===== src/hw/rtl/lcdsf_pkg.sv =====
// Shared constants, types and helper functions of the LCD subpixel FIR decimator.
package lcdsf_pkg;

   localparam int unsigned NUM_CHAN    = 3;
   localparam int unsigned NUM_TAPS    = 12;
   localparam int unsigned WIN_DEPTH   = NUM_TAPS - 1;
   localparam int unsigned GROUP_TAPS  = 4;
   localparam int unsigned NUM_GROUPS  = NUM_TAPS / GROUP_TAPS;
   localparam int unsigned SAMPLE_W    = 8;
   localparam int unsigned COEF_W      = 7;
   localparam int unsigned PROD_W      = 14;   // 0x40 * 255 fits
   localparam int unsigned QUAD_W      = 16;   // four taps summed
   localparam int unsigned ACC_W       = 17;   // twelve taps summed
   localparam int unsigned SUM_SHIFT   = 8;    // divide by 0x100
   localparam int unsigned CHAN_W      = 8;
   localparam int unsigned CHAN_SEL_W  = 2;
   localparam int unsigned LUT_DEPTH   = 256;
   localparam int unsigned PIXEL_W     = 16;
   localparam int unsigned OUT_DEPTH   = 4;    // result queue, power of two

   localparam logic [CHAN_W-1:0] CHAN_MAX = 8'd255;

   // operation codes of an input beat
   localparam logic OP_SAMPLE   = 1'b0;
   localparam logic OP_TABLE_WR = 1'b1;

   // pixel phase within a group of four samples
   localparam logic [1:0] PIX_PHASE       = 2'd3;
   localparam logic [1:0] TAILS_ALIGNED   = 2'd2;
   localparam logic [1:0] TAILS_UNALIGNED = 2'd3;
   localparam logic [1:0] TAILS_LAST      = 2'd1;

   localparam logic [COEF_W-1:0] FIR_COEF [NUM_CHAN][NUM_TAPS] = '{
      '{7'h03, 7'h0b, 7'h1c, 7'h33, 7'h40, 7'h39, 7'h24, 7'h10, 7'h05, 7'h01, 7'h00, 7'h00},
      '{7'h00, 7'h02, 7'h08, 7'h16, 7'h2b, 7'h3d, 7'h3d, 7'h2b, 7'h16, 7'h08, 7'h02, 7'h00},
      '{7'h00, 7'h00, 7'h01, 7'h05, 7'h10, 7'h24, 7'h39, 7'h40, 7'h33, 7'h1c, 7'h0b, 7'h03}
   };

   typedef logic [NUM_CHAN-1:0][COEF_W-1:0] coef_col_type;
   typedef logic [NUM_CHAN-1:0][PROD_W-1:0] prod_col_type;
   typedef logic [NUM_CHAN-1:0][CHAN_W-1:0] chan_col_type;

   // token control travelling down the back end
   typedef struct packed {
      logic pix;
      logic wr;
      logic last;
   } tok_ctl_type;

   typedef struct packed {
      logic [CHAN_SEL_W-1:0] chan;
      logic [CHAN_W-1:0]     index;
      logic [CHAN_W-1:0]     value;
   } lut_wr_type;

   typedef struct packed {
      logic [PIXEL_W-1:0] pixel;
      logic               last;
   } res_type;

   function automatic coef_col_type tap_coefs(input int unsigned tap);
      coef_col_type r;
      for (int c = 0; c < NUM_CHAN; c++) begin
         r[c] = FIR_COEF[c][tap];
      end
      return r;
   endfunction

   function automatic prod_col_type tap_products(input coef_col_type coefs,
                                                 input logic [SAMPLE_W-1:0] s);
      prod_col_type p;
      for (int c = 0; c < NUM_CHAN; c++) begin
         p[c] = PROD_W'(coefs[c]) * PROD_W'(s);
      end
      return p;
   endfunction

endpackage


===== src/hw/rtl/lcdsf_tap_cell.sv =====
// One cell of the sample window: holds a sample, shifts it on, forms its three tap products.
module lcdsf_tap_cell (
   input  logic                                clock,
   input  logic                                reset,
   input  logic                                shift_en,
   input  logic                                clear,
   input  lcdsf_pkg::coef_col_type             coef_in,
   input  logic [lcdsf_pkg::SAMPLE_W-1:0]      shift_data,
   output logic [lcdsf_pkg::SAMPLE_W-1:0]      sample_out,
   output lcdsf_pkg::prod_col_type             prod_out
);

   logic [lcdsf_pkg::SAMPLE_W-1:0] sample_ff;
   logic [lcdsf_pkg::SAMPLE_W-1:0] sample_in;

   // clear wins over shift: row end empties the window
   always_comb begin
      if (clear) begin
         sample_in = '0;
      end else if (shift_en) begin
         sample_in = shift_data;
      end else begin
         sample_in = sample_ff;
      end
   end

   always_ff @(posedge clock) begin
      if (reset) begin
         sample_ff <= '0;
      end else begin
         sample_ff <= sample_in;
      end
   end

   assign sample_out = sample_ff;
   assign prod_out   = lcdsf_pkg::tap_products(coef_in, sample_ff);

endmodule


===== config.mk =====
export PLATFORM = sky130hd
export DESIGN_NAME = lcdsf_tap_cell
export DESIGN_NICKNAME = d
export VERILOG_FILES = /design/src/hw/rtl/lcdsf_pkg.sv /design/src/hw/rtl/lcdsf_tap_cell.sv
export SDC_FILE = /design/constraint.sdc
export NUM_CORES = 1
export LEC_CHECK = 0
export BUFFER_PORTS_ARGS = -buffer_cell sky130_fd_sc_hd__buf_2
export CORE_MARGIN = 5
export CORE_UTILIZATION = 34
export DETAILED_ROUTE_END_ITERATION = 7
export GPL_TIMING_DRIVEN = 0
export PLACE_DENSITY_LB_ADDON = 0.3
export SKIP_LAST_GASP = 1
export SLEW_MARGIN = 10
export SYNTH_ARGS = -nofsm -noshare
export SYNTH_HDL_FRONTEND = slang
export SYNTH_SLANG_ARGS = --single-unit

===== constraint.sdc =====
create_clock -name clock -period 4.44 [get_ports clock]
set_clock_uncertainty 0.05 [all_clocks]
set_input_delay 0.222 -clock clock [delete_from_list [all_inputs] [get_ports clock]]
set_output_delay 0.222 -clock clock [all_outputs]
set_load 0.05 [all_outputs]

==> flow_metrics.py <==
metrics = {
    "clocking": {
        "clock_latency_ps": 240,
        "cts_buffer_depth": 2,
        "cts.clk_slew.worst_paths_ps": 50,
        "htreeDepth": 1,
        "cts_tree": "built",
        "cts.sinks": 8,
        "cts_buffers": 3,
        "root_buffer": "clkbuf_16",
    },
    "critical_path": {
        "critPathCaptureType": "output port",
        "crit_top_cell": "fa_1",
        "cp_max_fo": 6,
        "critPathTopFamily": "adder cells",
        "cp-endpoint": "prod_out[11]",
        "worst-path-stages": 17,
        "reg2reg_from": "sample_out[7]$_SDFFE_PP0P_",
        "start_kind": "register",
        "cp_slowest_cell": "fa_1",
        "cp-startpoint": "sample_out[5]$_SDFFE_PP0P_",
        "arrival_ps": 4410,
        "critPathBufInv": 6,
        "r2r-end": "sample_out[7]$_SDFFE_PP0P_",
        "r2r_cells": 3,
        "cp_slowest_stage_delay_ps": 530,
        "crit_type": "register to output port",
        "rrSetupSlack_ps": 3450,
        "crit_required_ps": 4170,
        "worstPathCellList": "buf_8 -> and2_4 -> fa_1 -> inv_1 -> fa_1 -> inv_2 -> fa_1 -> inv_1 -> fa_1 -> inv_2 -> ha_4 -> nand3_2 -> a21o_1 -> a21boi_4 -> nor4_4 -> a311oi_4 -> buf_6",
    },
    "synth": {
        "yosysMostFrequentCell": "and2_1",
        "ys_warn_count": 0,
        "synth.distinct_cells": 45,
        "synthArstFlopShare_pct": 0,
        "ys_top_cells_by_count": "and2_1, ha_1, fa_1",
        "synth_flop_cell": "dfxtp_1",
        "netlist_top_cells_area": "fa_1, ha_1, and2_1",
        "syn-num-nets": 832,
        "post_synth.cell_area_avg_um2": 8.84,
        "ys_seq_area_share_pct": 2.91,
        "synth_edf_count": 0,
        "synth-seq-cells": 8,
        "syn_area_um2": 5500,
        "synth_top_area_share_pct": 30.6,
        "netlist_instances": 622,
        "synth_top_cell_by_area": "fa_1",
    },
    "finish": {
        "final_util_pct": 47.2,
        "finalNetCount": 950,
        "antenna_cells": 0,
        "nFillCells": 1550,
        "largest_reg_flops": 8,
        "fin_area_um2": 7490,
        "syn_to_final_growth_pct": 36.4,
        "drive_gt1_share_pct": 32.6,
    },
    "floorplan": {
        "core.rowCount": 46,
        "die_h_um": 137,
        "core_region_area_um2": 15900,
        "die_area_um2": 18800,
        "die_w_um": 137,
        "io_pins": 83,
        "initial_core_util_pct": 34.6,
    },
    "timing": {
        "min_period_over_period_pct": 105,
        "maxSlewHeadroom_pct": 44.0,
        "setup_viol": 17,
        "clock.fmax_mhz": 214,
        "grt_setup_unrepaired": "yes",
        "tightest_slew_ps": 840,
        "setup_ws_ps": -238,
        "min_period_ps": 4680,
        "report.final.slew_viol_count": 0,
        "final-hold-violation-count": 0,
    },
    "pwr": {
        "p_leak_nw": 4.05,
        "ir_worst_vdd_uv": 131,
        "power.density_nw_per_um2": 112,
    },
    "route": {
        "dr_total_vias": 4603,
        "first_pass_iters": 4,
        "drc_errors": 0,
        "ant_nets": 0,
        "wl_um": 14200,
        "vias_per_cell": 4.82,
        "wl_per_cell_um": 14.8,
        "drt-initial-drc-count": 193,
    },
    "place": {
        "routabilityCongestion": 0.796,
        "dp_hpwl_um": 11300,
        "io_buffers": 81,
        "placed_cell_area_um2": 6450,
    },
    "run_status": {
        "violations": "setup timing",
        "status": "finished, violations left",
    },
    "grt": {
        "grt_max_degree": 11,
        "grt_use_total_pct": 15.3,
        "antenna_found_initial": 0,
        "grt_pass1_vias": 4859,
        "grt_first_pass_wirelength_um": 23500,
        "gr-total-overflow": 0,
    },
    "flow_run": {
        "maxCapViolCount": 0,
    },
    "min_path": {
        "hold_class": "primary input to register",
    },
}
tightest hold or removal path, cell delays in order:
cell     delay (ps)
buf_2            70
mux2i_1          50
nor2_1           80
repair_timing:
item / 4_1_cts / 5_1_grt
setup endpoints to repair: 21 / 23
setup buffers: 17 / 15
hold buffers: 0 / 0
resized for setup: 123 / 58
pin swaps: 46 / 62
power by group:
part	internal, mW	leakage [nW]	switching, mW
Clock	0.120	0.0382	0.0425
Sequential	0.0724	0.0706	0.00421
Combinational	0.235	3.94	0.367
Total	0.428	4.05	0.413
layer usage:
metal	track usage, %	wire (µm)
met5	0	0
met4	2.22	165
met3	1.76	743
met2	26.6	6960
met1	21.0	6310
placed cells by master (no fill, tap or decap), types with 11 or more instances in the layout:
cell type  instances
buf_6             25
ha_4              11
nor2_1            15
ha_1              80
buf_2             60
a21o_1            12
fa_1              82
a21oi_1           12
buf_4             33
xnor2_1           15
nand2_1           48
and2_1           123
inv_1             62
stage by stage:
| step | cells | hold slack (ps) | total power, mW | worst slack [ps] | TNS (ps) |
|---|---|---|---|---|---|
| 2_1_floorplan | 622 | 318 | 0.453 | -105 | -255 |
| 3_3_place_gp | 919 | 408 | 0.575 | -452 | -5180 |
| 3_5_place_dp | 919 | 417 | 0.576 | -458 | -5260 |
| 4_1_cts | 940 | 178 | 0.816 | -329 | -3080 |
| 5_1_grt | 955 | 190 | 0.901 | -401 | -5140 |
| 6_report | 955 | 176 | 0.841 | -238 | -2330 |
cell families (layout without fill, tap and decap cells):
group	count (synthesis)	count (layout)	synth area share, %
multiplexers	9	9	1.64
flip-flops	8	8	2.91
XOR/XNOR	37	37	5.90
AND/OR/NAND/NOR	230	230	22.8
adder cells (fa/ha/maj)	177	177	51.8
buffers and inverters	93	210	6.51
AO/OA/AOI/OAI	68	68	8.51
worst min-delay path by stage:
stage	startpoint	endpoint	slack [ps]	cells after the start
floorplan	shift_data[1]	sample_out[1]$_SDFFE_PP0P_	320	2
global placement	shift_data[0]	sample_out[0]$_SDFFE_PP0P_	410	3
global route	shift_data[0]	sample_out[0]$_SDFFE_PP0P_	190	3
finish	shift_data[0]	sample_out[0]$_SDFFE_PP0P_	180	3
detailed placement	shift_data[6]	sample_out[6]$_SDFFE_PP0P_	420	3
CTS	shift_data[0]	sample_out[0]$_SDFFE_PP0P_	180	3
layout make-up:
class	count	area, µm²	share of cell area (%)
Buffer	21	215	2.87
Clock buffer	4	78.8	1.05
Inverter	72	270	3.61
Multi-Input combinational cell	521	5680	75.8
Sequential cell	8	185	2.47
Tap cell	216	270	3.61
Timing Repair Buffer	113	797	10.6
Note: power is estimated with default switching activity, not from simulation.
