## config.mk

```make
export PLATFORM = sky130hd
export DESIGN_NAME = lcdsf_out_fifo
export DESIGN_NICKNAME = d
export VERILOG_FILES = /design/src/hw/rtl/lcdsf_pkg.sv /design/src/hw/rtl/lcdsf_out_fifo.sv
export SDC_FILE = /design/constraint.sdc
export NUM_CORES = 1
export LEC_CHECK = 0
export BUFFER_PORTS_ARGS = -buffer_cell sky130_fd_sc_hd__buf_2
export CORE_MARGIN = 10
export CORE_UTILIZATION = 51
export CTS_CLUSTER_SIZE = 25
export DETAILED_ROUTE_END_ITERATION = 8
export MAX_ROUTING_LAYER = met4
export PLACE_DENSITY = 0.8
export SYNTH_ARGS = -nofsm -noshare
export SYNTH_HDL_FRONTEND = slang
export SYNTH_SLANG_ARGS = --single-unit
```

## constraint.sdc

```tcl
create_clock -name clock -period 3.62 [get_ports clock]
set_input_delay 0.724 -clock clock [delete_from_list [all_inputs] [get_ports clock]]
set_output_delay 0.724 -clock clock [all_outputs]
set_load 0.03 [all_outputs]
```

## src/hw/rtl/lcdsf_pkg.sv

```systemverilog
// Shared constants, types and helper functions of the LCD subpixel FIR decimator.
package lcdsf_pkg;

   localparam int unsigned NUM_CHAN    = 3;
   localparam int unsigned NUM_TAPS    = 12;
   localparam int unsigned WIN_DEPTH   = NUM_TAPS - 1;
   localparam int unsigned GROUP_TAPS  = 4;
   localparam int unsigned NUM_GROUPS  = NUM_TAPS / GROUP_TAPS;
   localparam int unsigned SAMPLE_W    = 8;
   localparam int unsigned COEF_W      = 7;
   localparam int unsigned PROD_W      = 14;   // 0x40 * 255 fits
   localparam int unsigned QUAD_W      = 16;   // four taps summed
   localparam int unsigned ACC_W       = 17;   // twelve taps summed
   localparam int unsigned SUM_SHIFT   = 8;    // divide by 0x100
   localparam int unsigned CHAN_W      = 8;
   localparam int unsigned CHAN_SEL_W  = 2;
   localparam int unsigned LUT_DEPTH   = 256;
   localparam int unsigned PIXEL_W     = 16;
   localparam int unsigned OUT_DEPTH   = 4;    // result queue, power of two

   localparam logic [CHAN_W-1:0] CHAN_MAX = 8'd255;

   // operation codes of an input beat
   localparam logic OP_SAMPLE   = 1'b0;
   localparam logic OP_TABLE_WR = 1'b1;

   // pixel phase within a group of four samples
   localparam logic [1:0] PIX_PHASE       = 2'd3;
   localparam logic [1:0] TAILS_ALIGNED   = 2'd2;
   localparam logic [1:0] TAILS_UNALIGNED = 2'd3;
   localparam logic [1:0] TAILS_LAST      = 2'd1;

   localparam logic [COEF_W-1:0] FIR_COEF [NUM_CHAN][NUM_TAPS] = '{
      '{7'h03, 7'h0b, 7'h1c, 7'h33, 7'h40, 7'h39, 7'h24, 7'h10, 7'h05, 7'h01, 7'h00, 7'h00},
      '{7'h00, 7'h02, 7'h08, 7'h16, 7'h2b, 7'h3d, 7'h3d, 7'h2b, 7'h16, 7'h08, 7'h02, 7'h00},
      '{7'h00, 7'h00, 7'h01, 7'h05, 7'h10, 7'h24, 7'h39, 7'h40, 7'h33, 7'h1c, 7'h0b, 7'h03}
   };

   typedef logic [NUM_CHAN-1:0][COEF_W-1:0] coef_col_type;
   typedef logic [NUM_CHAN-1:0][PROD_W-1:0] prod_col_type;
   typedef logic [NUM_CHAN-1:0][CHAN_W-1:0] chan_col_type;

   // token control travelling down the back end
   typedef struct packed {
      logic pix;
      logic wr;
      logic last;
   } tok_ctl_type;

   typedef struct packed {
      logic [CHAN_SEL_W-1:0] chan;
      logic [CHAN_W-1:0]     index;
      logic [CHAN_W-1:0]     value;
   } lut_wr_type;

   typedef struct packed {
      logic [PIXEL_W-1:0] pixel;
      logic               last;
   } res_type;

   function automatic coef_col_type tap_coefs(input int unsigned tap);
      coef_col_type r;
      for (int c = 0; c < NUM_CHAN; c++) begin
         r[c] = FIR_COEF[c][tap];
      end
      return r;
   endfunction

   function automatic prod_col_type tap_products(input coef_col_type coefs,
                                                 input logic [SAMPLE_W-1:0] s);
      prod_col_type p;
      for (int c = 0; c < NUM_CHAN; c++) begin
         p[c] = PROD_W'(coefs[c]) * PROD_W'(s);
      end
      return p;
   endfunction

endpackage

```

## src/hw/rtl/lcdsf_out_fifo.sv

```systemverilog
// Result queue between the filter pipeline and the response channel.
module lcdsf_out_fifo #(
   parameter int unsigned DEPTH = lcdsf_pkg::OUT_DEPTH
) (
   input  logic                clock,
   input  logic                reset,
   input  logic                push_valid,
   input  lcdsf_pkg::res_type  push_data,
   input  logic                pop_ready,
   output logic                pop_valid,
   output lcdsf_pkg::res_type  pop_data
);

   localparam int unsigned PW = $clog2(DEPTH);

   lcdsf_pkg::res_type entry_ff [DEPTH];
   logic [PW-1:0]      head_ff;
   logic [PW-1:0]      head_in;
   logic [PW-1:0]      tail_ff;
   logic [PW-1:0]      tail_in;
   logic [PW:0]        fill_ff;
   logic [PW:0]        fill_in;
   logic               pop;

   // the credit count upstream keeps pushes within DEPTH
   assign pop_valid = (fill_ff != '0);
   assign pop       = pop_valid && pop_ready;
   assign pop_data  = entry_ff[head_ff];

   always_comb begin
      head_in = pop        ? head_ff + 1'b1 : head_ff;
      tail_in = push_valid ? tail_ff + 1'b1 : tail_ff;
      fill_in = fill_ff + (PW+1)'(push_valid) - (PW+1)'(pop);
   end

   always_ff @(posedge clock) begin
      if (reset) begin
         head_ff <= '0;
         tail_ff <= '0;
         fill_ff <= '0;
      end else begin
         head_ff <= head_in;
         tail_ff <= tail_in;
         fill_ff <= fill_in;
      end
   end

   always_ff @(posedge clock) begin
      if (push_valid) begin
         entry_ff[tail_ff] <= push_data;
      end
   end

endmodule

```

==> results of run 1 <==
[Yosys cell counts, drive strengths merged]
cell / number
ha: 6
mux2: 3
o31a: 1
buf: 4
and2: 4
mux2i: 1
o311ai: 1
xnor2: 1
dfxtp: 9
edfxtp: 68
nor2b: 4
inv: 6
mux4: 17
xor3: 1
or3: 1
fa: 1
nor2: 5
clkbuf: 1
[metrics by stage]
step | std cells | cell area, um^2 | hold WS [ns] | power (W)
6_report | 257 | 3408 | 0.5761 | 0.002219
4_1_cts | 256 | 3406 | 0.5738 | 0.002253
3_5_place_dp | 240 | 3206 | 0.5527 | 0.001628
3_3_place_gp | 240 | 3206 | 0.5313 | 0.001603
2_1_floorplan | 134 | 2963 | 0.5136 | 0.001505
5_1_grt | 257 | 3408 | 0.5795 | 0.002322
[worst max path at each step]
stage / from / to / slack [ns] / depth (start not counted)
finish: flop / pop_data[3] / 0.85 / 3
floorplan: pop_ready / fill_ff[2]$_SDFF_PP0_ / 1.59 / 7
CTS: flop / pop_data[3] / 0.79 / 3
detailed placement: flop / pop_data[3] / 1.18 / 3
global route: flop / pop_data[1] / 0.72 / 3
global placement: flop / pop_data[5] / 1.20 / 3
[flip-flops by register name, summed over array words and instances, names as in the netlist, named ones only]
| name | cells |
|---|---|
| entry_ff | 68 |
| fill_ff | 3 |
| head_ff | 2 |
| tail_ff | 2 |
[report_power, final]
group / switching [W] / leakage, nW / internal (W)
clock network: 0.000305 / 0.0954 / 0.000320
logic: 0.000284 / 0.412 / 0.000225
registers: 0.0000528 / 0.699 / 0.00103
total: 0.000642 / 1.21 / 0.00158
[per-layer routing]
layer	part of all wire, %	GRT usage (%)
met5	0	-
met4	2.0	7.371
met3	5.5	3.580
met2	55	19.45
met1	37	11.49
[worst max-delay path: stages (launching register included)]
cell,delay [ns]
dfxtp_1,0.61
buf_4,0.32
mux4_1,0.58
buf_2,0.20
[kinds of logic (layout without fill, tap and decap cells)]
kind of cell	after synthesis	after routing
xor+xnor	2	2
mux	21	21
fa+ha+maj	7	7
flops	77	77
buf+inv	11	61
other cells	0	1
compound gates	2	2
simple gates	14	14
[final cells by class]
class / instances / area, um^2
repair buffers: 39 / 197.7
flip-flops and latches: 77 / 2222
well taps: 72 / 90.09
multi-input cells: 46 / 673.1
fillers: 397 / 2166
clock buffers: 9 / 123.9
diodes: 1 / 2.502
inverters: 6 / 22.52
clock inverters: 7 / 76.32
==> flow_metrics.env, run 1 <==
export IMPL_synth_seq_area_share_pct=75.00
export IMPL_ctsHtreeMaxLevel=3
export IMPL_min_path_cells=2
export IMPL_final_common_cell="edfxtp_1"
export IMPL_drcViolationCount=0
export IMPL_dp_worst_setup_slack_ns=1.176
export IMPL_grt_max_degree=18
export IMPL_die_h_um=96.22
export IMPL_grt_overflow=0
export IMPL_rr_startpoint="fill_ff[1]$_SDFF_PP0_"
export IMPL_die_w_um=96.22
export IMPL_cts_made_buffers=9
export IMPL_post_synth_cell_area_avg_um2=22.11
export IMPL_cp_max_fo=10
export IMPL_firstDrtPassIters=4
export IMPL_synth_simple_area_share_pct=2.534
export IMPL_start_kind="flop"
export IMPL_cp_arrival_ns=2.04
export IMPL_maxCapViolCount=0
export IMPL_post_route_min_period_ns=2.769
export IMPL_rsz0062_at_grt="false"
export IMPL_synth_mux_area_fraction_pct=15.29
export IMPL_setup_violations=0
export IMPL_grtUsageTotal_pct=11.61
export IMPL_synth_fa_ha_area_share_pct=3.209
export IMPL_cts_sink_count=77
export IMPL_path_class="flop to output port"
export IMPL_drt_initial_drc_count=72
export IMPL_clk_path_buf_depth=2
export IMPL_power_density_mw_per_mm2=651.0
export IMPL_ctsHoldBuffers=0
export IMPL_synth_top_family_by_area="multiplexers"
export IMPL_cp_required_ns=2.90
export IMPL_synth_nets=162
export IMPL_avgViaCountPerCell=5.249
export IMPL_worstSetupEndpointType="output port"
export IMPL_status="complete, no violations"
export IMPL_final_cell_mix="68 x edfxtp_1, 38 x buf_2, 10 x mux4_2"
export IMPL_clk_pin_slew_worst_paths_ns=0.08
export IMPL_area_growth_syn_to_layout_pct=15.03
export IMPL_tns_ns=0
export IMPL_core_mm2=0.005574
export IMPL_cts_resized=0
export IMPL_antenna_found_initial=1
export IMPL_cts_root_buffer="clkbuf_8"
export IMPL_clk_latency_ns=0.34
export IMPL_synth_seq_cells=77
export IMPL_postCtsSetupBuffers=0
export IMPL_post_synth_top_area_fraction_pct=68.92
export IMPL_die_area_mm2=0.009258
export IMPL_ioPinCount=39
export IMPL_clock_skew_ns=0.004785
export IMPL_drive_above_1_share_pct=36.96
export IMPL_rows=27
export IMPL_drv_slew=0
export IMPL_ys_types=21
export IMPL_first_global_vias=1476
export IMPL_relSlewSlack_pct=39.23
export IMPL_initial_core_util_pct=53.15
export IMPL_p_leak_nw=1.206
export IMPL_routabilityCongestion=0.6650
export IMPL_yosysWarningCount=0
export IMPL_worst_hold_path_endpoint="tail_ff[0]$_SDFFE_PP0P_"
export IMPL_hpwl_mm=3.280
export IMPL_regToRegSetupSlack_ns=1.70
export IMPL_port_buffers=38
export IMPL_period_share_pct=76.48
export IMPL_yosysTopAreaCell="edfxtp_1"
export IMPL_worstHoldStart="tail_ff[0]$_SDFFE_PP0P_"
export IMPL_ant_nets=0
export IMPL_synth_xor_area_share_pct=1.098
export IMPL_vias=1349
export IMPL_r2r_cells=7
export IMPL_r2r_end="fill_ff[2]$_SDFF_PP0_"
export IMPL_synth_compound_area_share_pct=0.5912
export IMPL_grt_pass1_wl_mm=7.507
export IMPL_tightest_slew_ns=0.9116
export IMPL_min_path_type="flop to flop"
export IMPL_max_freq_mhz=361.2
export IMPL_vdd_drop_max_uv=355.4
export IMPL_wl_mm=4.819
export IMPL_synthesis_area_mm2=0.002963
export IMPL_layout_nets=207
export IMPL_wl_per_cell_um=18.75
export IMPL_layout_setup_ws_ns=0.8515
export IMPL_syn_inst=134
export IMPL_cts_tree="done"
export IMPL_hold_viol_final=0
export IMPL_synthTopCellsByArea="edfxtp_1 69%, mux4_2 7.6%, mux4_1 6.2%"
export IMPL_fin_util_pct=61.14
Note: power is estimated with default switching activity, not from simulation.
==> run 2: changes to the inputs <==
- clock period: 3.62 -> 2.73 ns (I/O delays scaled with it)
==> run 2 against run 1 <==
Setup slack got worse by 0.44 ns. Via count rose by 3.9%. Count of clock-buffer cells in the layout did not move. Sequential cell count did not move. Critical path type unchanged. Largest cell class unchanged.
==> flow_metrics.env, run 2 (synthesized netlist as in run 1, its figures left out) <==
export IMPL_status="complete, no violations"
export IMPL_clk_pin_slew_worst_paths_ns=0.07
export IMPL_regMostFlops="entry_ff"
export IMPL_worstPathCellList="mux4_1, buf_2"
export IMPL_final_cells=259
export IMPL_hold_viol_final=0
export IMPL_clock_skew_ns=0.005300
export IMPL_reg_top3="entry_ff (68), fill_ff (3)"
export IMPL_path_delay_family="flip-flops"
export IMPL_dp_worst_setup_slack_ns=0.6903
export IMPL_first_global_vias=1584
export IMPL_clk_latency_ns=0.34
export IMPL_rows=27
export IMPL_routabilityCongestion=0.6780
export IMPL_tightest_slew_ns=0.8939
export IMPL_layout_nets=209
export IMPL_final_cell_mix="68 x edfxtp_1, 38 x buf_2, 10 x mux4_2"
export IMPL_min_path_type="input pin to flop"
export IMPL_ant_nets=0
export IMPL_slowest_stage="dfxtp_1"
export IMPL_core_mm2=0.005574
export IMPL_cts_made_buffers=9
export IMPL_cts_sink_count=77
export IMPL_die_h_um=96.22
export IMPL_cp_arrival_ns=1.78
export IMPL_cts_tree="done"
export IMPL_cp_max_fo=17
export IMPL_period_share_pct=85.06
export IMPL_start_kind="flop"
export IMPL_max_stage_delay_ns=0.83
export IMPL_setup_violations=0
export IMPL_avgViaCountPerCell=5.409
export IMPL_ioPinCount=39
export IMPL_path_class="flop to output port"
export IMPL_path_buf_inv=1
export IMPL_n_fill_cell=405
export IMPL_drcViolationCount=0
export IMPL_grt_pass1_wl_mm=7.872
export IMPL_die_area_mm2=0.009258
export IMPL_final_common_cell="edfxtp_1"
export IMPL_worstSetupEndpointType="output port"
export IMPL_tns_ns=0
export IMPL_cts_root_buffer="clkbuf_8"
export IMPL_initial_core_util_pct=53.15
export IMPL_largest_reg_flops=68
export IMPL_vdd_drop_max_uv=506.4
export IMPL_grt_max_degree=18
export IMPL_firstDrtPassIters=4
export IMPL_area_growth_syn_to_layout_pct=16.81
export IMPL_drv_slew=0
export IMPL_grt_overflow=0
export IMPL_ctsHtreeMaxLevel=3
export IMPL_drt_initial_drc_count=75
export IMPL_wl_per_cell_um=18.82
export IMPL_postCtsSetupBuffers=0
export IMPL_max_freq_mhz=430.6
export IMPL_relSlewSlack_pct=40.41
export IMPL_rsz0062_at_grt="false"
export IMPL_grtUsageTotal_pct=12.04
export IMPL_port_buffers=38
export IMPL_post_route_min_period_ns=2.322
export IMPL_place_inst=242
export IMPL_antenna_found_initial=1
export IMPL_ctsHoldBuffers=0
export IMPL_vias=1401
export IMPL_power_density_mw_per_mm2=895.2
export IMPL_maxCapViolCount=0
export IMPL_cp_required_ns=2.18
export IMPL_hpwl_mm=3.347
export IMPL_p_leak_nw=1.234
export IMPL_cts_resized=0
export IMPL_die_w_um=96.22
export IMPL_clk_path_buf_depth=2
export IMPL_layout_setup_ws_ns=0.4078
export IMPL_wl_mm=4.875
export IMPL_drive_above_1_share_pct=37.10
==> run 2: changes by cell type in the layout (fill, tap and decap cells not counted), sizes merged <==
cell / delta
buf: +2
clkinv: -2
bufinv: +2
==> run 2: area by class of cell <==
class / count / area [um^2] / area share (%)
clock inverter: 7 / 113.9 / 3.290
tap: 72 / 90.09 / 2.603
antenna: 1 / 2.502 / 0.07231
clock buffer: 9 / 123.9 / 3.579
timing repair buffer: 41 / 212.7 / 6.146
multi-input combinational: 46 / 673.1 / 19.45
inverter: 6 / 22.52 / 0.6508
sequential: 77 / 2222 / 64.21
==> run 2: where the power goes <==
group / switching [W] / internal, W / total, W
logic: 0.000394 / 0.000302 / 0.000696
registers: 0.0000532 / 0.00137 / 0.00142
clock network: 0.000379 / 0.000602 / 0.000980
==> run 2: layer usage <==
metal	vias to the layer above	track usage (%)	wire length (um)
met5	-	-	0
li1	632	-	-
met1	720	12.05	1842
met3	11	4.981	327
met2	38	19.62	2626
met4	0	6.511	80
==> run 2: path summary, 6_finish.rpt <==
check / startpoint / slack, ns / depth (start not counted) / end
hold reg to reg: head_ff[1]$_SDFFE_PP0P_ / 0.58 / 2 / flop
setup reg to reg: fill_ff[1]$_SDFF_PP0_ / 0.81 / 7 / fill_ff[2]$_SDFF_PP0_
hold / removal: push_data[16] / 0.42 / 1 / entry_ff[1][16]$_DFFE_PP_
setup / recovery: flop / 0.41 / 2 / pop_data[2]
==> run 2: through the flow <==
step                      area (um^2)  power (W)  hold slack [ns]  utilization [%]
final                            3461   0.003098           0.4221            62.09
after global routing             3461   0.003258           0.3985            62.09
after CTS                        3458   0.003141           0.4039            62.04
after detailed placement         3221   0.002161           0.5659            57.78
after global placement           3221   0.002123           0.5304            57.78
after floorplan                  2963   0.001996           0.5136                -
==> run 3: changes to the inputs <==
- CORE_ASPECT_RATIO: not set -> 0.8
==> run 3 against run 2 <==
First-iteration DRC count unchanged. Highest routed layer unchanged. Power decreased by 5.4%. Non-clock buffer count increased by 1. Register-to-register slack got worse by 0.02 ns.
==> flow_metrics.env, run 3 (synthesized netlist as in run 1, its figures left out) <==
export IMPL_fin_total_pwr_w=0.002932
export IMPL_power_density_mw_per_mm2=856.0
export IMPL_reg_top3="entry_ff (68), fill_ff (3)"
export IMPL_core_mm2=0.005525
export IMPL_area_growth_syn_to_layout_pct=15.63
export IMPL_cts_tree="done"
export IMPL_wl_per_cell_um=19.22
export IMPL_ff_latch_area_mm2=0.002222
export IMPL_cts_sink_count=77
export IMPL_tightest_slew_ns=0.9005
export IMPL_hold_viol_final=0
export IMPL_start_kind="flop"
export IMPL_ant_nets=0
export IMPL_grt_pass1_wl_mm=7.955
export IMPL_fin_util_pct=62.00
export IMPL_cp_max_fo=17
export IMPL_p_leak_nw=1.217
export IMPL_setup_violations=0
export IMPL_grtUsageTotal_pct=12.04
export IMPL_cp_arrival_ns=1.78
export IMPL_cts_made_buffers=9
export IMPL_drv_slew=0
export IMPL_hpwl_mm=3.336
export IMPL_antenna_found_initial=0
export IMPL_ioPinCount=39
export IMPL_n_fill_cell=406
export IMPL_worstSetupEndpointType="output port"
export IMPL_postCtsSetupBuffers=0
export IMPL_die_w_um=105.2
export IMPL_path_class="flop to output port"
export IMPL_place_inst=249
export IMPL_die_area_mm2=0.009277
export IMPL_cp_required_ns=2.18
export IMPL_final_cell_mix="68 x edfxtp_1, 38 x buf_2, 10 x mux4_2"
export IMPL_ctsHoldBuffers=0
export IMPL_first_global_vias=1519
export IMPL_clock_skew_ns=0.007008
export IMPL_routabilityCongestion=0.6918
export IMPL_cts_root_buffer="clkbuf_8"
export IMPL_min_path_type="input pin to flop"
export IMPL_avgViaCountPerCell=5.234
export IMPL_grt_overflow=0
export IMPL_initial_core_util_pct=53.62
export IMPL_multiInputGateArea_um2=673.1
export IMPL_clk_path_buf_depth=2
export IMPL_tns_ns=0
export IMPL_layout_nets=210
export IMPL_final_common_cell="edfxtp_1"
export IMPL_drt_initial_drc_count=75
export IMPL_regMostFlops="entry_ff"
export IMPL_clk_latency_ns=0.35
export IMPL_grt_max_degree=18
export IMPL_largest_reg_flops=68
export IMPL_antenna_cells=0
export IMPL_status="complete, no violations"
export IMPL_drive_above_1_share_pct=36.90
export IMPL_vdd_drop_max_uv=443.3
export IMPL_rows=24
export IMPL_period_share_pct=85.24
export IMPL_max_freq_mhz=429.7
export IMPL_firstDrtPassIters=4
export IMPL_dp_worst_setup_slack_ns=0.6864
export IMPL_maxCapViolCount=0
export IMPL_drcViolationCount=0
export IMPL_layout_setup_ws_ns=0.4031
export IMPL_post_route_min_period_ns=2.327
export IMPL_relSlewSlack_pct=39.96
export IMPL_ctsHtreeMaxLevel=3
export IMPL_vias=1387
export IMPL_die_h_um=88.18
export IMPL_final_cells=265
export IMPL_port_buffers=38
export IMPL_clk_pin_slew_worst_paths_ns=0.07
export IMPL_cts_resized=0
export IMPL_rsz0062_at_grt="false"
export IMPL_wl_mm=5.093
## run 3: cell types whose count changed in the layout (fill, tap and decap cells not counted)
cell / delta
bufinv_16: -2
buf_4: +1
clkinv_1: +1
clkinv_4: +1
diode_2: -1
## run 3: per-stage QoR
stage / cell area (um^2) / hold slack (ns)
after floorplan: 2963 / 0.5136
after global placement: 3236 / 0.5355
after detailed placement: 3236 / 0.5620
after CTS: 3426 / 0.3928
after global routing: 3426 / 0.3944
final: 3426 / 0.4145
## run 3: where the power goes
part | internal [W] | switching (W)
registers | 0.00137 | 0.0000376
logic | 0.000304 | 0.000420
clock network | 0.000415 | 0.000387
total | 0.00209 | 0.000845
## run 3: final cells by class
type,instances,area share (%)
Multi-Input combinational cell,46,19.65
Sequential cell,77,64.86
Clock buffer,9,3.616
Clock inverter,7,1.936
Tap cell,78,2.849
Inverter,6,0.6574
Timing Repair Buffer,42,6.428
## run 3: worst paths after layout
kind	startpoint	cells past startpoint	slack, ns	to
worst max-delay path	flop	3	0.40	pop_data[1]
worst min-delay path	push_data[13]	1	0.41	entry_ff[0][13]$_DFFE_PP_
worst max register to register	fill_ff[1]$_SDFF_PP0_	7	0.79	fill_ff[2]$_SDFF_PP0_
worst min register to register	tail_ff[1]$_SDFFE_PP0P_	2	0.57	tail_ff[1]$_SDFFE_PP0P_
## run 3: per-layer routing
metal,vias to the layer above,share of wire (%),track usage [%]
met3,5,6.6,6.456
met5,-,0,-
met1,705,40,11.68
met4,0,0.65,4.104
li1,637,-,-
met2,40,53,20.36
## run 3: critical path: stages (launching register included)
cell     delay [ns]
dfxtp_1        0.32
buf_4          0.31
mux4_1         0.59
buf_2          0.20
